[src/rtl/ipv4_dotted_text_parser_assert.svh]
// Assertion macros for the dotted address text parser
`ifndef IPV4_DOTTED_TEXT_PARSER_ASSERT_SVH
`define IPV4_DOTTED_TEXT_PARSER_ASSERT_SVH

// same-cycle implication, held off during reset
`define IPV4P_ASSERT_IMP(name, clk_s, rst_s, ante, cons) \
  name: assert property (@(posedge clk_s) disable iff (rst_s) (ante) |-> (cons)) \
    else $error("ipv4 parser: check failed");

// next-cycle implication, held off during reset
`define IPV4P_ASSERT_NXT(name, clk_s, rst_s, ante, cons) \
  name: assert property (@(posedge clk_s) disable iff (rst_s) (ante) |=> (cons)) \
    else $error("ipv4 parser: check failed");

`endif

[src/rtl/ipv4p_pkg.sv]
// Types and constants shared by the dotted address text parser
`timescale 1ns / 1ps
`default_nettype none

package ipv4p_pkg;

  localparam int unsigned MIN_TEXT_LEN    = 7;
  localparam int unsigned MAX_FIELD_CHARS = 10;
  localparam int unsigned OCTET_MAX       = 255;
  localparam int unsigned FIELD_COUNT     = 4;

  localparam logic [7:0] ASCII_ZERO = 8'd48;
  localparam logic [7:0] ASCII_NINE = 8'd57;
  localparam logic [7:0] CHAR_DOT   = 8'h2E;
  localparam logic [7:0] CHAR_NUL   = 8'h00;

  typedef enum logic [2:0] {
    ST_OK        = 3'd0,
    ST_BAD_LEN   = 3'd1,
    ST_NON_DIGIT = 3'd2,
    ST_TOO_LONG  = 3'd3,
    ST_OVER_255  = 3'd4,
    ST_COUNT     = 3'd5
  } status_t;

  // running state of the field being parsed
  typedef struct packed {
    logic [8:0]      value;
    logic [3:0]      digits;
    logic [2:0]      total;
    logic [3:0][7:0] store;
    status_t         err;
  } field_state_t;

  typedef struct packed {
    logic [3:0][7:0] octets;
    status_t         status;
  } result_t;

endpackage

`default_nettype wire

[src/rtl/ipv4p_core.sv]
// Per-character state update and result generation for the address parser
`timescale 1ns / 1ps
`default_nettype none

module ipv4p_core #(
  parameter int unsigned MAX_TEXT_LEN = 16
) (
  input  wire logic                clk,
  input  wire logic                rst,
  input  wire logic                step,
  input  wire logic [7:0]          character,
  input  wire logic                last,
  output ipv4p_pkg::result_t       res
);

  localparam int unsigned CW = $clog2(MAX_TEXT_LEN + 2);

  logic [CW-1:0]           text_count;
  logic [CW-1:0]           text_count_next;
  logic                    text_ended;
  logic                    text_ended_next;
  ipv4p_pkg::field_state_t fs;
  ipv4p_pkg::field_state_t fs_next;
  ipv4p_pkg::field_state_t fs_upd;
  ipv4p_pkg::field_state_t fs_fin;
  logic [11:0]             acc;
  logic [3:0]              digit;

  function automatic ipv4p_pkg::field_state_t close_field(ipv4p_pkg::field_state_t f);
    ipv4p_pkg::field_state_t r;
    r = f;
    if (f.digits != 4'd0 && f.err == ipv4p_pkg::ST_OK) begin
      if (f.digits > 4'(ipv4p_pkg::MAX_FIELD_CHARS)) begin
        r.err = ipv4p_pkg::ST_TOO_LONG;
      end else if (f.value > 9'(ipv4p_pkg::OCTET_MAX)) begin
        r.err = ipv4p_pkg::ST_OVER_255;
      end else begin
        // fifth field counts but is not stored
        if (f.total < 3'(ipv4p_pkg::FIELD_COUNT)) begin
          r.store[f.total[1:0]] = f.value[7:0];
        end
        if (f.total < 3'(ipv4p_pkg::FIELD_COUNT + 1)) begin
          r.total = f.total + 3'd1;
        end
      end
    end
    r.value  = '0;
    r.digits = '0;
    return r;
  endfunction

  always_comb begin
    digit = 4'(character - ipv4p_pkg::ASCII_ZERO);
    acc   = 12'({fs.value, 3'b000}) + 12'({fs.value, 1'b0}) + {8'd0, digit};

    if (text_count < CW'(MAX_TEXT_LEN + 1)) begin
      text_count_next = text_count + CW'(1);
    end else begin
      text_count_next = text_count;
    end

    fs_upd          = fs;
    text_ended_next = text_ended;
    if (!text_ended) begin
      if (character == ipv4p_pkg::CHAR_NUL) begin
        fs_upd          = close_field(fs);
        text_ended_next = 1'b1;
      end else if (character == ipv4p_pkg::CHAR_DOT) begin
        fs_upd = close_field(fs);
      end else begin
        if (fs.digits < 4'(ipv4p_pkg::MAX_FIELD_CHARS + 1)) begin
          fs_upd.digits = fs.digits + 4'd1;
        end
        if (character >= ipv4p_pkg::ASCII_ZERO && character <= ipv4p_pkg::ASCII_NINE) begin
          // saturate one above the octet limit
          if (acc > 12'(ipv4p_pkg::OCTET_MAX + 1)) begin
            fs_upd.value = 9'(ipv4p_pkg::OCTET_MAX + 1);
          end else begin
            fs_upd.value = acc[8:0];
          end
        end else if (fs.err == ipv4p_pkg::ST_OK) begin
          fs_upd.err = ipv4p_pkg::ST_NON_DIGIT;
        end
      end
    end

    fs_fin = close_field(fs_upd);

    if (text_count_next < CW'(ipv4p_pkg::MIN_TEXT_LEN)
        || text_count_next > CW'(MAX_TEXT_LEN)) begin
      res.status = ipv4p_pkg::ST_BAD_LEN;
    end else if (fs_fin.err != ipv4p_pkg::ST_OK) begin
      res.status = fs_fin.err;
    end else if (fs_fin.total != 3'(ipv4p_pkg::FIELD_COUNT)) begin
      res.status = ipv4p_pkg::ST_COUNT;
    end else begin
      res.status = ipv4p_pkg::ST_OK;
    end
    res.octets = (res.status == ipv4p_pkg::ST_OK) ? fs_fin.store : '0;

    fs_next = fs_upd;
    if (last) begin
      fs_next         = '0;
      text_count_next = '0;
      text_ended_next = 1'b0;
    end
  end

  always_ff @(posedge clk) begin
    if (rst) begin
      text_count <= '0;
      text_ended <= 1'b0;
      fs         <= '0;
    end else if (step) begin
      text_count <= text_count_next;
      text_ended <= text_ended_next;
      fs         <= fs_next;
    end
  end

endmodule

`default_nettype wire

[src/rtl/ipv4_dotted_text_parser.sv]
// IPv4 dotted-decimal text parser: one request per character, one result per text.
// Takes one character per cycle and sustains one request every cycle. A request
// passes an input register, then a single state update that also forms the
// result into the output register, so the result of a text is registered there as
// its last character leaves the input register. A failing result carries zero octets.
// The output register lets the next text start while a result waits to be taken;
// only a last character waits, for as long as the previous result is not taken.
`timescale 1ns / 1ps
`default_nettype none

module ipv4_dotted_text_parser #(
  parameter int unsigned MAX_TEXT_LEN = 16
) (
  input  wire logic        clk,
  input  wire logic        rst,
  input  wire logic        s_tvalid,
  output logic             s_tready,
  input  wire logic [7:0]  s_tdata,   // [7:0] character
  input  wire logic        s_tlast,
  output logic             m_tvalid,
  input  wire logic        m_tready,
  output logic [39:0]      m_tdata    // [2:0] status, [10:3] octet_first,
                                      // [18:11] octet_second, [26:19] octet_third,
                                      // [34:27] octet_fourth, [39:35] zero
);

  logic               in_valid;
  logic [7:0]         in_char;
  logic               in_last;
  logic               advance;
  ipv4p_pkg::result_t res;

  // a last character may only move on when the result register can take it
  assign advance  = in_valid && (!in_last || !m_tvalid || m_tready);
  assign s_tready = !in_valid || advance;

  always_ff @(posedge clk) begin
    if (rst) begin
      in_valid <= 1'b0;
    end else if (s_tready) begin
      in_valid <= s_tvalid;
    end
  end

  always_ff @(posedge clk) begin
    if (s_tvalid && s_tready) begin
      in_char <= s_tdata;
      in_last <= s_tlast;
    end
  end

  ipv4p_core #(
    .MAX_TEXT_LEN(MAX_TEXT_LEN)
  ) u_core (
    .clk       (clk),
    .rst       (rst),
    .step      (advance),
    .character (in_char),
    .last      (in_last),
    .res       (res)
  );

  always_ff @(posedge clk) begin
    if (rst) begin
      m_tvalid <= 1'b0;
    end else if (advance && in_last) begin
      m_tvalid <= 1'b1;
    end else if (m_tready) begin
      m_tvalid <= 1'b0;
    end
  end

  always_ff @(posedge clk) begin
    if (advance && in_last) begin
      m_tdata <= {5'd0, res.octets, res.status};
    end
  end

`include "ipv4_dotted_text_parser_assert.svh"

  `IPV4P_ASSERT_IMP(a_fail_zero, clk, rst,
    m_tvalid && m_tdata[2:0] != 3'(ipv4p_pkg::ST_OK), m_tdata[34:3] == 32'd0)
  `IPV4P_ASSERT_IMP(a_status_range, clk, rst,
    m_tvalid, m_tdata[2:0] <= 3'(ipv4p_pkg::ST_COUNT) && m_tdata[39:35] == 5'd0)
  `IPV4P_ASSERT_NXT(a_last_gives_result, clk, rst, advance && in_last, m_tvalid)
  `IPV4P_ASSERT_IMP(a_stall_holds_input, clk, rst,
    in_valid && in_last && m_tvalid && !m_tready, !s_tready)

endmodule

`default_nettype wire

[config.mk]
export PLATFORM = sky130hd
export DESIGN_NAME = ipv4_dotted_text_parser
export DESIGN_NICKNAME = d
export VERILOG_FILES = /design/src/rtl/ipv4p_pkg.sv /design/src/rtl/ipv4p_core.sv /design/src/rtl/ipv4_dotted_text_parser.sv
export VERILOG_INCLUDE_DIRS = /design/src /design/src/rtl
export SDC_FILE = /design/constraint.sdc
export NUM_CORES = 1
export LEC_CHECK = 0
export BUFFER_PORTS_ARGS = -buffer_cell sky130_fd_sc_hd__buf_2
export CORE_ASPECT_RATIO = 0.9
export CORE_MARGIN = 3
export CORE_UTILIZATION = 55
export DETAILED_ROUTE_END_ITERATION = 10
export PLACE_DENSITY = 0.74
export SLEW_MARGIN = 25
export SYNTH_ARGS = -nofsm -noshare
export SYNTH_HDL_FRONTEND = slang
export SYNTH_SLANG_ARGS = --single-unit
[constraint.sdc]
create_clock -name clk -period 5.7 [get_ports clk]
set_input_delay 0.855 -clock clk [delete_from_list [all_inputs] [get_ports clk]]
set_output_delay 0.855 -clock clk [all_outputs]
set_load 0.05 [all_outputs]
==> impl_metrics.ini <==
[status]
outcome = finished clean

[die]
initial_core_util = 0.570
design.core.area_um2 = 11000
row_count = 36
ios = 55
die_h_um = 107
dieArea_um2 = 12700
die_w_um = 118

[logic_synthesis]
synth.top_cell.area_share = 0.211
synth_edf_count = 44
avgSynthCellArea_um2 = 9.95
synth-seq-area-share = 0.400
ys_top_cells_by_area = edfxtp_1 21%, dfxtp_1 19%, ha_1 5.8%
synth_common_cells = 78 x nor2_1, 59 x dfxtp_1, 44 x edfxtp_1
synth_cell_types = 79
yosysMostFrequentCell = nor2_1
synth_flop_cell = dfxtp_1
async_flop_share = 0
post-synth-top-area-cell = edfxtp_1
ys_seq_elements = 103
yosysWarnings = 0
synth_area_um2 = 6260
synthCells = 629

[grt]
grtUsageTotal = 0.253
grt_pass1_vias = 4966
grt_first_pass_wirelength_mm = 25.6
grt_max_degree = 58
antenna_found_initial = 0
grt-ovfl-total = 0

[clock_network]
cts_buffer_depth = 2
clock_latency_ns = 0.35
clkTransAtPathRegs_ns = 0.07
clock_sinks = 103
cts-resized-gates = 0
cts-root-buf = clkbuf_16
cts_buffers = 9
cts_setup_buffers = 0
cts_tree = done
h-tree-depth = 3
hold_buffers = 0

[route]
first_pass_iters = 5
drtIter0Drc = 483
vias = 5165
wl_mm = 15.9
avgRoutedWirePerCell_um = 19.6
drcViolationCount = 0
ant_nets = 0
viasPerCell = 6.39

[sta]
fin_tns_setup_ns = 0
setup_violations = 0
timing.final.crit_share = 0.797
max_slew_margin = 0.409
hold_violations = 0
fin_ws_ns = 1.16
holdWs_ns = 0.506
rsz0062_at_grt = false
fin_crit_ns = 4.54
fmax_ghz = 0.220
finalMaxSlewViolations = 0
skew_ns = 0.0111
worstMarginPinSlew_ns = 0.884

[placement]
dpl-instance-area_um2 = 6530
portBuffers = 49
dp.cells = 792
globalplace.congestion = 0.890
place_hpwl_mm = 11.0
dp_slack_ns = 1.18

[worst_setup_path]
crit_type = reg2reg
path_max_fanout = 32
cp-end-kind = flip-flop
cp.arrival_ns = 4.63
cp.required_ns = 5.78
start_kind = flip-flop

[finish]
drive_above_1_share = 0.183
stdcell_count = 808
diodes = 0
post-route-util = 0.621
areaGrowthSynthToFinish_pct = 9.01
postLayoutCellArea_um2 = 6830
layout.nets = 695

[hold_path]
hp-class = reg2reg

[flow_run]
maxCapViolCount = 0

[power_and_ir_drop]
power_mw = 1.48
power.density_nw_per_um2 = 217
ir_drop_v = 0.000223
leakagePower_nw = 2.72
==> registers in the layout, summed over array words and instances (netlist names) <==
name and cells:
u_core.text_ended 1, u_core.text_count 5, in_last 1, u_core.fs 51
m_tvalid 1, in_valid 1, m_tdata 35, in_char 8
==> metal layers <==
| metal | vias to the layer above | share of wire | GRT usage |
|---|---|---|---|
| li1 | 2407 | - | - |
| met1 | 2518 | 0.43 | 0.346 |
| met2 | 208 | 0.47 | 0.409 |
| met3 | 32 | 0.075 | 0.0459 |
| met4 | 0 | 0.023 | 0.0852 |
| met5 | - | 0 | 0 |
==> critical path, stage by stage, from the launching register on <==
cell,delay (ns)
dfxtp_1,0.75
ha_1,0.36
ha_1,0.40
o21a_1,0.21
nor2b_1,0.12
o31ai_1,0.29
o2111ai_1,0.38
o41ai_4,0.70
nand2_1,0.21
a41oi_4,0.27
buf_4,0.45
nor3_1,0.11
==> layout by cell type (no fill, tap or decap), drive strengths merged, types with 4 or more instances in the layout <==
cell type,n
xnor2,4
dfxtp,59
nor4,8
a22oi,41
a32oi,4
nor2,79
clkbuf,9
o21ai,16
nand4,4
conb,5
a211oi,4
ha,29
inv,24
mux2,20
a2111oi,14
nand2,16
nand2b,5
nor2b,18
nor3,30
buf,54
a31oi,5
edfxtp,44
mux2i,33
a2bb2oi,9
nand3,14
a21o,5
o21a,6
a21oi,25
and3,5
==> logic make-up after synthesis <==
group,after synthesis,share of synthesized area
xor+xnor,6,0.00839
buf+inv,69,0.0502
flops,103,0.400
other cells,1,0.000599
fa+ha+maj,31,0.0643
compound gates,165,0.218
simple gates,201,0.170
mux,53,0.0887
==> area by class of cell <==
cell class,instances,area (um^2)
flip-flops and latches,103,2500
clock inverters,7,70.1
multi-input cells,461,3470
well taps,152,190
inverters,22,82.6
clock buffers,9,225
fillers,927,4170
repair buffers,54,285
==> final timing paths <==
check	startpoint	end	slack, ns	depth (start not counted)
min	u_core.fs[19]	u_core.fs[19]	0.51	2
max reg2reg	u_core.fs[48]	m_tdata[33]	1.16	11
min reg2reg	u_core.fs[19]	u_core.fs[19]	0.51	2
max	u_core.fs[48]	m_tdata[33]	1.16	11
==> power by group <==
group	switching, mW	internal, mW	leakage [nW]
Clock	0.277	0.341	0.146
Sequential	0.0103	0.774	0.946
Combinational	0.0568	0.0192	1.63
No activity file was read; power rests on OpenSTA's default activity.
